[src/rtl/bounded_lifo_stack_engine_top_macros.svh]
// Assertion helpers for the stack engine.
`ifndef BOUNDED_LIFO_STACK_ENGINE_TOP_MACROS_SVH
`define BOUNDED_LIFO_STACK_ENGINE_TOP_MACROS_SVH

// Same-cycle implication, checked outside reset.
`define BLSE_ASSERT_NOW(label, clk, rst, ante, cons, msg) \
   label: assert property (@(posedge clk) disable iff (rst) (ante) |-> (cons)) else $error(msg);

// Next-cycle implication, checked outside reset.
`define BLSE_ASSERT_NEXT(label, clk, rst, ante, cons, msg) \
   label: assert property (@(posedge clk) disable iff (rst) (ante) |=> (cons)) else $error(msg);

`endif

[src/rtl/blse_pkg.sv]
package blse_pkg;

   localparam int DEPTH_DEFAULT = 16;

   localparam logic [2:0] KIND_PUSH    = 3'd0;
   localparam logic [2:0] KIND_POP     = 3'd1;
   localparam logic [2:0] KIND_PEEK    = 3'd2;
   localparam logic [2:0] KIND_CLEAR   = 3'd3;
   localparam logic [2:0] KIND_REVERSE = 3'd4;

   localparam logic signed [31:0] ERR_VALUE = -32'sd1;

   typedef struct packed {
      logic [2:0]         kind;
      logic signed [31:0] push_value;
   } req_type;

   typedef struct packed {
      logic signed [31:0] out_value;
      logic               error;
      logic               is_empty;
      logic               is_full;
      logic [4:0]         count;
   } rsp_type;

endpackage

[src/rtl/bounded_lifo_stack_engine_top.sv]
// Channel   Handshake             Word
// --------  --------------------  -----------------------------------------
// request   req_valid/req_stall   req_word: kind, push_value
// response  rsp_valid/rsp_stall   rsp_word: out_value, error, flags, count
//
// Push, clear, no-op and every erroring word answer from idle; pop and peek
// go through S_RD_TOP, as the read port of the entry memory is registered.
// Reverse swaps floor(count / 2) pairs: one shared read port and one
// write port swap a pair in three steps (read high, write low, write high).
// Reset is synchronous; it empties the stack and drops any pending response.
// A stalled response is held in the output register; the next request is still
// taken, and its response parks in a hold register until the output frees up.

`include "bounded_lifo_stack_engine_top_macros.svh"

module bounded_lifo_stack_engine_top #(
   parameter int STACK_DEPTH = blse_pkg::DEPTH_DEFAULT
) (
   input  logic              clock,
   input  logic              reset,
   input  logic              req_valid,
   output logic              req_stall,
   input  blse_pkg::req_type req_word,
   output logic              rsp_valid,
   input  logic              rsp_stall,
   output blse_pkg::rsp_type rsp_word
);
   import blse_pkg::*;

   localparam int AW = $clog2(STACK_DEPTH);
   localparam int CW = $clog2(STACK_DEPTH + 1);

   typedef enum logic [5:0] {
      S_IDLE     = 6'b000001,
      S_RD_TOP   = 6'b000010,
      S_SWAP_RHI = 6'b000100,
      S_SWAP_WLO = 6'b001000,
      S_SWAP_WHI = 6'b010000,
      S_DONE     = 6'b100000
   } state_type;

   // entry memory: one write port, one registered read port
   logic signed [31:0] mem [STACK_DEPTH];
   logic signed [31:0] rd_data_ff;
   logic               rd_en;
   logic [AW-1:0]      rd_addr;
   logic               wr_en;
   logic [AW-1:0]      wr_addr;
   logic signed [31:0] wr_data;

   state_type          state_ff, state_in;
   logic [CW-1:0]      cnt_ff, cnt_in;
   logic [AW-1:0]      lo_ff, lo_in;
   logic [AW-1:0]      hi_ff, hi_in;
   logic [AW-1:0]      lo_next, hi_next;
   logic signed [31:0] tmp_ff, tmp_in;
   rsp_type            hold_ff, hold_in;
   rsp_type            rsp_word_ff, rsp_word_in;
   logic               rsp_valid_ff, rsp_valid_in;

   logic               req_acc;
   logic               rsp_free;
   logic               is_full_now;
   logic               is_empty_now;
   logic               res_vld;
   logic signed [31:0] res_value;
   logic               res_err;
   rsp_type            res_word;

   assign req_stall    = (state_ff != S_IDLE);
   assign req_acc      = req_valid && (state_ff == S_IDLE);
   assign rsp_free     = !rsp_valid_ff || !rsp_stall;
   assign is_full_now  = (cnt_ff == CW'(STACK_DEPTH));
   assign is_empty_now = (cnt_ff == '0);
   assign lo_next      = lo_ff + 1'b1;
   assign hi_next      = hi_ff - 1'b1;

   always_comb begin
      state_in  = state_ff;
      cnt_in    = cnt_ff;
      lo_in     = lo_ff;
      hi_in     = hi_ff;
      tmp_in    = tmp_ff;
      hold_in   = hold_ff;
      rd_en     = 1'b0;
      rd_addr   = '0;
      wr_en     = 1'b0;
      wr_addr   = '0;
      wr_data   = req_word.push_value;
      res_vld   = 1'b0;
      res_value = '0;
      res_err   = 1'b0;

      unique case (state_ff)
         S_IDLE: begin
            if (req_acc) begin
               case (req_word.kind) inside
                  KIND_PUSH: begin
                     res_vld = 1'b1;
                     if (is_full_now) begin
                        res_err   = 1'b1;
                        res_value = ERR_VALUE;
                     end else begin
                        wr_en   = 1'b1;
                        wr_addr = AW'(cnt_ff);
                        cnt_in  = cnt_ff + 1'b1;
                     end
                  end
                  KIND_POP, KIND_PEEK: begin
                     if (is_empty_now) begin
                        res_vld   = 1'b1;
                        res_err   = 1'b1;
                        res_value = ERR_VALUE;
                     end else begin
                        // fetch the top; pop drops it from the count now
                        rd_en    = 1'b1;
                        rd_addr  = AW'(cnt_ff - 1'b1);
                        state_in = S_RD_TOP;
                        if (req_word.kind == KIND_POP) begin
                           cnt_in = cnt_ff - 1'b1;
                        end
                     end
                  end
                  KIND_CLEAR: begin
                     res_vld = 1'b1;
                     cnt_in  = '0;
                  end
                  KIND_REVERSE: begin
                     if (cnt_ff > CW'(1)) begin
                        // read the bottom entry, start swapping from both ends
                        rd_en    = 1'b1;
                        rd_addr  = '0;
                        lo_in    = '0;
                        hi_in    = AW'(cnt_ff - 1'b1);
                        state_in = S_SWAP_RHI;
                     end else begin
                        res_vld = 1'b1;
                     end
                  end
                  default: begin
                     res_vld = 1'b1;
                  end
               endcase
            end
         end
         S_RD_TOP: begin
            res_vld   = 1'b1;
            res_value = rd_data_ff;
         end
         S_SWAP_RHI: begin
            rd_en    = 1'b1;
            rd_addr  = hi_ff;
            tmp_in   = rd_data_ff;
            state_in = S_SWAP_WLO;
         end
         S_SWAP_WLO: begin
            wr_en    = 1'b1;
            wr_addr  = lo_ff;
            wr_data  = rd_data_ff;
            state_in = S_SWAP_WHI;
         end
         S_SWAP_WHI: begin
            wr_en   = 1'b1;
            wr_addr = hi_ff;
            wr_data = tmp_ff;
            lo_in   = lo_next;
            hi_in   = hi_next;
            // next low address never equals the high one being written
            if (lo_next < hi_next) begin
               rd_en    = 1'b1;
               rd_addr  = lo_next;
               state_in = S_SWAP_RHI;
            end else begin
               res_vld = 1'b1;
            end
         end
         S_DONE: begin
            res_vld = 1'b1;
         end
         default: begin
            state_in = S_IDLE;
         end
      endcase

      if (state_ff == S_DONE) begin
         res_word = hold_ff;
      end else begin
         res_word.out_value = res_value;
         res_word.error     = res_err;
         res_word.is_empty  = (cnt_in == '0);
         res_word.is_full   = (cnt_in == CW'(STACK_DEPTH));
         res_word.count     = 5'(cnt_in);
      end

      // deliver to the output register, or park until it frees up
      if (res_vld) begin
         if (rsp_free) begin
            state_in = S_IDLE;
         end else begin
            hold_in  = res_word;
            state_in = S_DONE;
         end
      end

      rsp_valid_in = rsp_free ? res_vld : rsp_valid_ff;
      rsp_word_in  = (rsp_free && res_vld) ? res_word : rsp_word_ff;
   end

   always_ff @(posedge clock) begin
      if (wr_en) begin
         mem[wr_addr] <= wr_data;
      end
      if (rd_en) begin
         rd_data_ff <= mem[rd_addr];
      end
   end

   always_ff @(posedge clock) begin
      if (reset) begin
         state_ff     <= S_IDLE;
         cnt_ff       <= '0;
         rsp_valid_ff <= 1'b0;
      end else begin
         state_ff     <= state_in;
         cnt_ff       <= cnt_in;
         rsp_valid_ff <= rsp_valid_in;
      end
   end

   always_ff @(posedge clock) begin
      lo_ff       <= lo_in;
      hi_ff       <= hi_in;
      tmp_ff      <= tmp_in;
      hold_ff     <= hold_in;
      rsp_word_ff <= rsp_word_in;
   end

   assign rsp_valid = rsp_valid_ff;
   assign rsp_word  = rsp_word_ff;

   // count stays within the depth
   `BLSE_ASSERT_NOW(a_cnt_bound, clock, reset, 1'b1, cnt_ff <= CW'(STACK_DEPTH), "count over depth")
   // a good push grows the stack by one
   `BLSE_ASSERT_NEXT(a_push_grow, clock, reset, req_acc && req_word.kind == KIND_PUSH && !is_full_now, cnt_ff == $past(cnt_ff) + 1'b1, "push did not grow count")
   // swaps only run on a proper pair
   `BLSE_ASSERT_NOW(a_swap_pair, clock, reset, state_ff == S_SWAP_WLO || state_ff == S_SWAP_WHI, lo_ff < hi_ff, "swap pair out of order")
   // a parked response implies the output register is occupied
   `BLSE_ASSERT_NOW(a_hold_busy, clock, reset, state_ff == S_DONE, rsp_valid_ff, "hold without busy output")

endmodule

[config.mk]
export PLATFORM = sky130hd
export DESIGN_NAME = bounded_lifo_stack_engine_top
export DESIGN_NICKNAME = d
export VERILOG_FILES = /design/src/rtl/blse_pkg.sv /design/src/rtl/bounded_lifo_stack_engine_top.sv
export VERILOG_INCLUDE_DIRS = /design/src /design/src/rtl
export SDC_FILE = /design/constraint.sdc
export NUM_CORES = 1
export LEC_CHECK = 0
export BUFFER_PORTS_ARGS = -buffer_cell sky130_fd_sc_hd__buf_2
export CORE_MARGIN = 2
export CORE_UTILIZATION = 60
export DETAILED_ROUTE_END_ITERATION = 8
export PLACE_DENSITY_LB_ADDON = 0.3
export SLEW_MARGIN = 20
export SYNTH_ARGS = -nofsm -noshare
export SYNTH_HDL_FRONTEND = slang
export SYNTH_SLANG_ARGS = --single-unit
[constraint.sdc]
create_clock -name clock -period 11.01 [get_ports clock]
set_clock_uncertainty 0.2 [all_clocks]
set_input_delay 2.202 -clock clock [delete_from_list [all_inputs] [get_ports clock]]
set_output_delay 2.202 -clock clock [all_outputs]
set_load 0.01 [all_outputs]
==> flow_summary.toml, run 1 <==
[sta]
whs_ns = 0.291
max_freq_mhz = 177
finalSetupTns_ns = 0
setup_viol = 0
fin_ws_ns = 5.35
timing.final.hold_violations = 0
fin_crit_ns = 5.66
final_max_slew_viol_count = 0
worstMarginPinSlew_ns = 1.08
finalCritPeriodShare = 0.514
slew-limit-headroom = 0.282
grt_setup_unrepaired = "false"

[clock_network]
cts_tree = "done"
path_clk_slew_ns = 0.06
cts-htree-levels = 3
cts_hold_buf = 0
cts_root_buf = "clkbuf_16"
clkSinkCount = 676
clock_latency_ns = 0.59
clk_path_buf_depth = 3
postCtsSetupBuffers = 0
cts_buffers = 66
ctsResizeCount = 0

[die]
fp.dieW_um = 217
floorplan.initialDensity = 0.604
die_area_um2 = 47100
io_pins = 81
core_um2 = 45100
die_h_um = 217
num_rows = 78

[drt]
first_pass_iters = 8
vias_per_cell = 6.87
detail-route-antenna-nets = 0
wire_per_inst_um = 27.6
vias = 16960
drt_iter0_markers = 2398
drcViolationCount = 0
routed_wl_um = 68100

[synth]
synth_ff_type = "edfxtp_1"
yosys_warnings = 0
ys_ff_latch = 676
synth_cell_types = 74
synth_edf_count = 664
synthArstFlopShare = 0
syn_inst = 1757
synth.yosys.seq_area_share = 0.742
post_synth.cell_area_avg_um2 = 15.5
synth.cell_area_um2 = 27200
syn_nets = 1806

[global_route]
overflow = 0
grt_usage = 0.291
grt_pass1_vias = 16516
antenna_found_initial = 1
grt_max_degree = 167
grt_pass1_wl_um = 102000

[critical_path]
worstPathArrival_ns = 5.92
critPathRequiredTime_ns = 11.27
critPathKind = "input port to register"
cpPeakStageDelay_ns = 0.79
cp-start-kind = "input port"
crit_chain = "buf_2, xor2_1, nand4b_1, o41a_2, nand2_4, buf_4, nand3_1, o221ai_1, or3_1"
crit_path_top_delay_cell = "nand3_1"
endpoint_kind = "register"
crit_fanout = 53

[pwr]
power-per-cell-area_nw_per_um2 = 179
leakagePower_nw = 10.6
p_clk_frac = 0.404
p_comb_frac = 0.061
switching_power_mw = 1.17
peakVddDrop_v = 0.000140
seq_power_share = 0.534
p_int_mw = 4.28
swShare = 0.215

[placement]
dp_worst_setup_slack_ns = 4.86
place_hpwl_um = 36800
place.gp.congestion = 0.904
dpl.cell_count = 2348
io_buffers = 80

[cells_and_area]
utilization = 0.676
final_common_cell = "edfxtp_1"
drive_above_1_share = 0.145
antenna_cells = 0
nets = 1867
area_delta_synth_final_pct = 12.1
final_cell_mix = "edfxtp_1 (664), nand2_1 (152), a211oi_1 (120), mux2i_1 (100), buf_2 (80)"
instances_no_fill = 2467

[status]
status = "complete, no violations"

[hold_path]
min_path_type = "register to register"

[run]
maxCapViolCount = 0
## layer usage
layer / track usage / up-vias / wire [um] / part of all wire
li1: - / 7198 / - / -
met1: 0.403 / 8498 / 25900 / 0.38
met2: 0.460 / 1110 / 31900 / 0.47
met3: 0.0633 / 154 / 8430 / 0.12
met4: 0.103 / 0 / 1910 / 0.028
met5: 0 / - / 0 / 0
## flip-flops by register name, summed over array words and instances, names as in the netlist
name,cells
rsp_valid,1
hold_ff,40
cnt_ff,5
rd_data_ff,32
rsp_word,40
hi_ff,4
mem,512
state_ff,6
tmp_ff,32
lo_ff,4
## path summary, 6_finish.rpt
check                start             to  slack [ns]  depth (start not counted)
max           req_word[33]  rd_data_ff[8]        5.35                          9
min reg2reg  rd_data_ff[7]      tmp_ff[7]        0.29                          0
max reg2reg       hi_ff[0]  rd_data_ff[8]        5.77                         11
min          rd_data_ff[7]      tmp_ff[7]        0.29                          0
## cells in the mapped netlist, types with 4 or more instances
cell type / n / area [um2]
nand4_1: 22 / 138
and4_1: 5 / 43.8
ha_1: 10 / 125
a211oi_1: 121 / 908
xor2_1: 4 / 35.0
buf_2: 37 / 185
o22ai_1: 35 / 219
o21ai_0: 6 / 30.0
nand2b_1: 11 / 68.8
xnor2_1: 5 / 43.8
clkbuf_1: 81 / 304
or4_1: 24 / 180
mux2_2: 6 / 67.6
buf_1: 10 / 37.5
nand2_1: 153 / 574
a221oi_1: 13 / 114
dfxtp_1: 12 / 240
a22oi_1: 34 / 255
nor2_1: 48 / 180
a22o_1: 6 / 52.6
o211ai_1: 6 / 45.0
a21boi_0: 6 / 45.0
a21oi_1: 76 / 380
o31ai_1: 20 / 150
and2_1: 8 / 50.1
a2111oi_0: 24 / 210
a211o_1: 8 / 70.1
inv_1: 8 / 30.0
and3_1: 61 / 382
mux2i_1: 100 / 1000
nor3_1: 13 / 65.1
edfxtp_1: 664 / 19900
nand3_1: 11 / 55.1
a221o_1: 34 / 340
nand3_2: 4 / 40.0
o31a_1: 11 / 96.3
## cell type report
type,count,area (um2)
clock buffer,82,1810
clock inverter,35,298
fill,2903,14600
inverter,8,30.0
multi-input combinational,940,6650
sequential,676,20200
tap,600,751
timing repair buffer,126,783
## cell families (layout without fill, tap and decap cells)
| family | Yosys count | after routing | synth area share |
|---|---|---|---|
| simple gates | 387 | 387 | 0.0736 |
| flops | 676 | 676 | 0.742 |
| xor+xnor | 9 | 9 | 0.00290 |
| mux | 106 | 106 | 0.0393 |
| buf+inv | 141 | 251 | 0.0219 |
| compound gates | 428 | 428 | 0.116 |
| fa+ha+maj | 10 | 10 | 0.00460 |
## power groups by stage
stage / logic, mW / registers [mW] / clock network [mW]
5_1_grt: 0.357 / 2.92 / 2.32
6_report: 0.334 / 2.91 / 2.20
3_3_place_gp: 0.313 / 2.97 / 0
4_1_cts: 0.325 / 2.91 / 2.22
3_5_place_dp: 0.321 / 2.97 / 0
2_1_floorplan: 0.193 / 2.98 / 0
## worst max-delay path, delay by kind of cell
kind	cells	cell delay [ns]
AO/OA/AOI/OAI	2	1.00
XOR/XNOR	1	0.24
buffers and inverters	2	0.84
AND/OR/NAND/NOR	4	1.60
## stage by stage
step                      total power, mW  cell area (um2)
after floorplan                      3.17            27200
after global placement               3.28            28300
after detailed placement             3.29            28300
after CTS                            5.46            30500
after global routing                 5.60            30500
final                                5.45            30500
Note: power is estimated with default switching activity, not from simulation.
==> run 2: changes to the inputs <==
Settings changed: CORE_UTILIZATION 60 to 56.
Clock period 11.01 ns to 4.75 ns, I/O delays scaled along.
==> run 2 against run 1 <==
Effect of this change:
- cell count up 2.8%
- combinational power up 140%
- count of clock-buffer cells in the layout decreased by 2
- clock power increased to 2.6 times the previous value
- sequential share of layout area shrank 1.6 points
- worst setup slack got worse by 5.1 ns
- non-clock buffer count up 47
- hold slack lost 0.00069 ns
- via count grew 0.67%
==> flow_summary.toml, run 2 (synthesis gave the netlist of run 1 again) <==
[critical_path]
cpPeakStageDelay_ns = 0.80
crit_top_cell = "a2111oi_0"
cp-start-kind = "register"
crit_path_start = "hi_ff[2]"
timing.rr.end = "rd_data_ff[31]"
crit_chain = "nor3_1, xnor2_1, ha_1, o21a_1, nor2_1, or2_2, a211oi_2, buf_4, a2111oi_0, a2111oi_0, o211ai_1"
reg2reg_from = "hi_ff[2]"
critPathRequiredTime_ns = 4.81
crit_path_top_delay_cell = "a211oi_2"
endpoint_kind = "register"
crit_fanout = 15
critPathKind = "register to register"
crit_end = "rd_data_ff[31]"
rr_worst_depth = 11
worstPathArrival_ns = 4.57
r2r_slack_ns = 0.24

[cells_and_area]
largest_reg_flops = 512
top_register = "mem"
final_cell_mix = "edfxtp_1 (664), nand2_1 (152), a211oi_1 (120), mux2i_1 (100), buf_2 (80)"
fin_area_um2 = 31300
final_common_cell = "edfxtp_1"
area_delta_synth_final_pct = 14.8
nets = 1916
drive_above_1_share = 0.173
antenna_cells = 0

[die]
floorplan.initialDensity = 0.569
core_um2 = 47800
num_rows = 80
fp.dieW_um = 224
io_pins = 81
die_area_um2 = 50400
die_h_um = 224

[drt]
met2WireLength_um = 32600
detail-route-antenna-nets = 0
first_pass_iters = 5
vias = 17073
routed.top_layer = "met4"
drcViolationCount = 0
vias_per_cell = 6.73
drt-met1-wl_um = 28400
routed_wl_um = 70600
met3_length_um = 7660
drt_iter0_markers = 2180
wire_per_inst_um = 27.8

[pwr]
leakagePower_nw = 11.0
peakVddDrop_v = 0.000295
swShare = 0.216
p_total_mw = 13.2
p_comb_frac = 0.062
p_clk_frac = 0.426
seq_power_share = 0.512
switching_power_mw = 2.84
p_int_mw = 10.3
power-per-cell-area_nw_per_um2 = 422

[clock_network]
cts_tree = "done"
cts_buffers = 68
cts_root_buf = "clkbuf_16"
cts_hold_buf = 0
cts-htree-levels = 3
postCtsSetupBuffers = 0
clk_path_buf_depth = 3
clock_latency_ns = 0.60
clkSinkCount = 676
ctsResizeCount = 0
path_clk_slew_ns = 0.06

[sta]
max_freq_mhz = 222
timing.final.hold_violations = 0
setup_viol = 0
grt_setup_unrepaired = "false"
final_max_slew_viol_count = 0
worstMarginPinSlew_ns = 0.948
fin_crit_ns = 4.51
finalCritPeriodShare = 0.949
finalSetupTns_ns = 0
slew-limit-headroom = 0.367

[placement]
place_hpwl_um = 42000
place.gp.congestion = 0.899
dpl-instance-area_um2 = 28900
io_buffers = 80

[global_route]
antenna_found_initial = 0
grt_pass1_vias = 16450
grt_pass1_wl_um = 104000
overflow = 0
grt_max_degree = 59
grt_usage = 0.281

[run]
maxCapViolCount = 0

[status]
status = "complete, no violations"

[hold_path]
min_path_type = "register to register"
## run 2: cell types whose count changed in the layout (fill, tap and decap cells not counted), moves of 3 or more
cell	delta
buf_12	+12
buf_4	+35
bufinv_16	+7
clkinv_1	-6
clkinvlp_4	+3
inv_6	+4
## run 2: worst min path at each step
stage                        start          to  cells after the start
global placement    rd_data_ff[14]  tmp_ff[14]                      0
detailed placement   rd_data_ff[9]   tmp_ff[9]                      0
global route        rd_data_ff[31]  tmp_ff[31]                      0
floorplan            rd_data_ff[0]   tmp_ff[0]                      0
CTS                  rd_data_ff[7]   tmp_ff[7]                      0
finish               rd_data_ff[7]   tmp_ff[7]                      0
## run 2: cell type report
| type | instances | area (um2) |
|---|---|---|
| flip-flops and latches | 676 | 20200 |
| fillers | 3261 | 16600 |
| multi-input cells | 940 | 6650 |
| clock buffers | 80 | 1790 |
| repair buffers | 173 | 1290 |
| well taps | 615 | 769 |
| clock inverters | 44 | 551 |
| inverters | 8 | 30.0 |
## run 2: stage by stage
| step | utilization | setup slack (ns) | hold WS [ns] | cells |
|---|---|---|---|---|
| 3_3_place_gp | 0.604 | 0.292 | 0.268 | 2412 |
| 6_report | 0.653 | 0.244 | 0.290 | 2536 |
| 4_1_cts | 0.653 | 0.246 | 0.286 | 2536 |
| 2_1_floorplan | - | 0.442 | 0.252 | 1757 |
| 5_1_grt | 0.653 | 0.0916 | 0.310 | 2536 |
| 3_5_place_dp | 0.604 | 0.290 | 0.273 | 2412 |
## run 2: critical path: cells and delay by family (launching register included)
family	cells	cell delay (ns)
compound gates	5	1.96
simple gates	3	0.72
flops	1	0.50
buf+inv	1	0.34
fa+ha+maj	1	0.30
xor+xnor	1	0.14
## run 2: metal layers
layer / track usage / vias up
li1: - / 7316
met1: 0.402 / 8541
met2: 0.437 / 1069
met3: 0.0542 / 147
met4: 0.0963 / 0
met5: 0 / -
## run 2: power by group through the flow
| stage | sequential [mW] | combinational, mW | clock, mW |
|---|---|---|---|
| after floorplan | 6.90 | 0.447 | 0 |
| after global placement | 6.88 | 0.780 | 0 |
| after detailed placement | 6.88 | 0.797 | 0 |
| after CTS | 6.75 | 0.804 | 5.67 |
| after global routing | 6.76 | 0.868 | 5.89 |
| final | 6.76 | 0.812 | 5.62 |
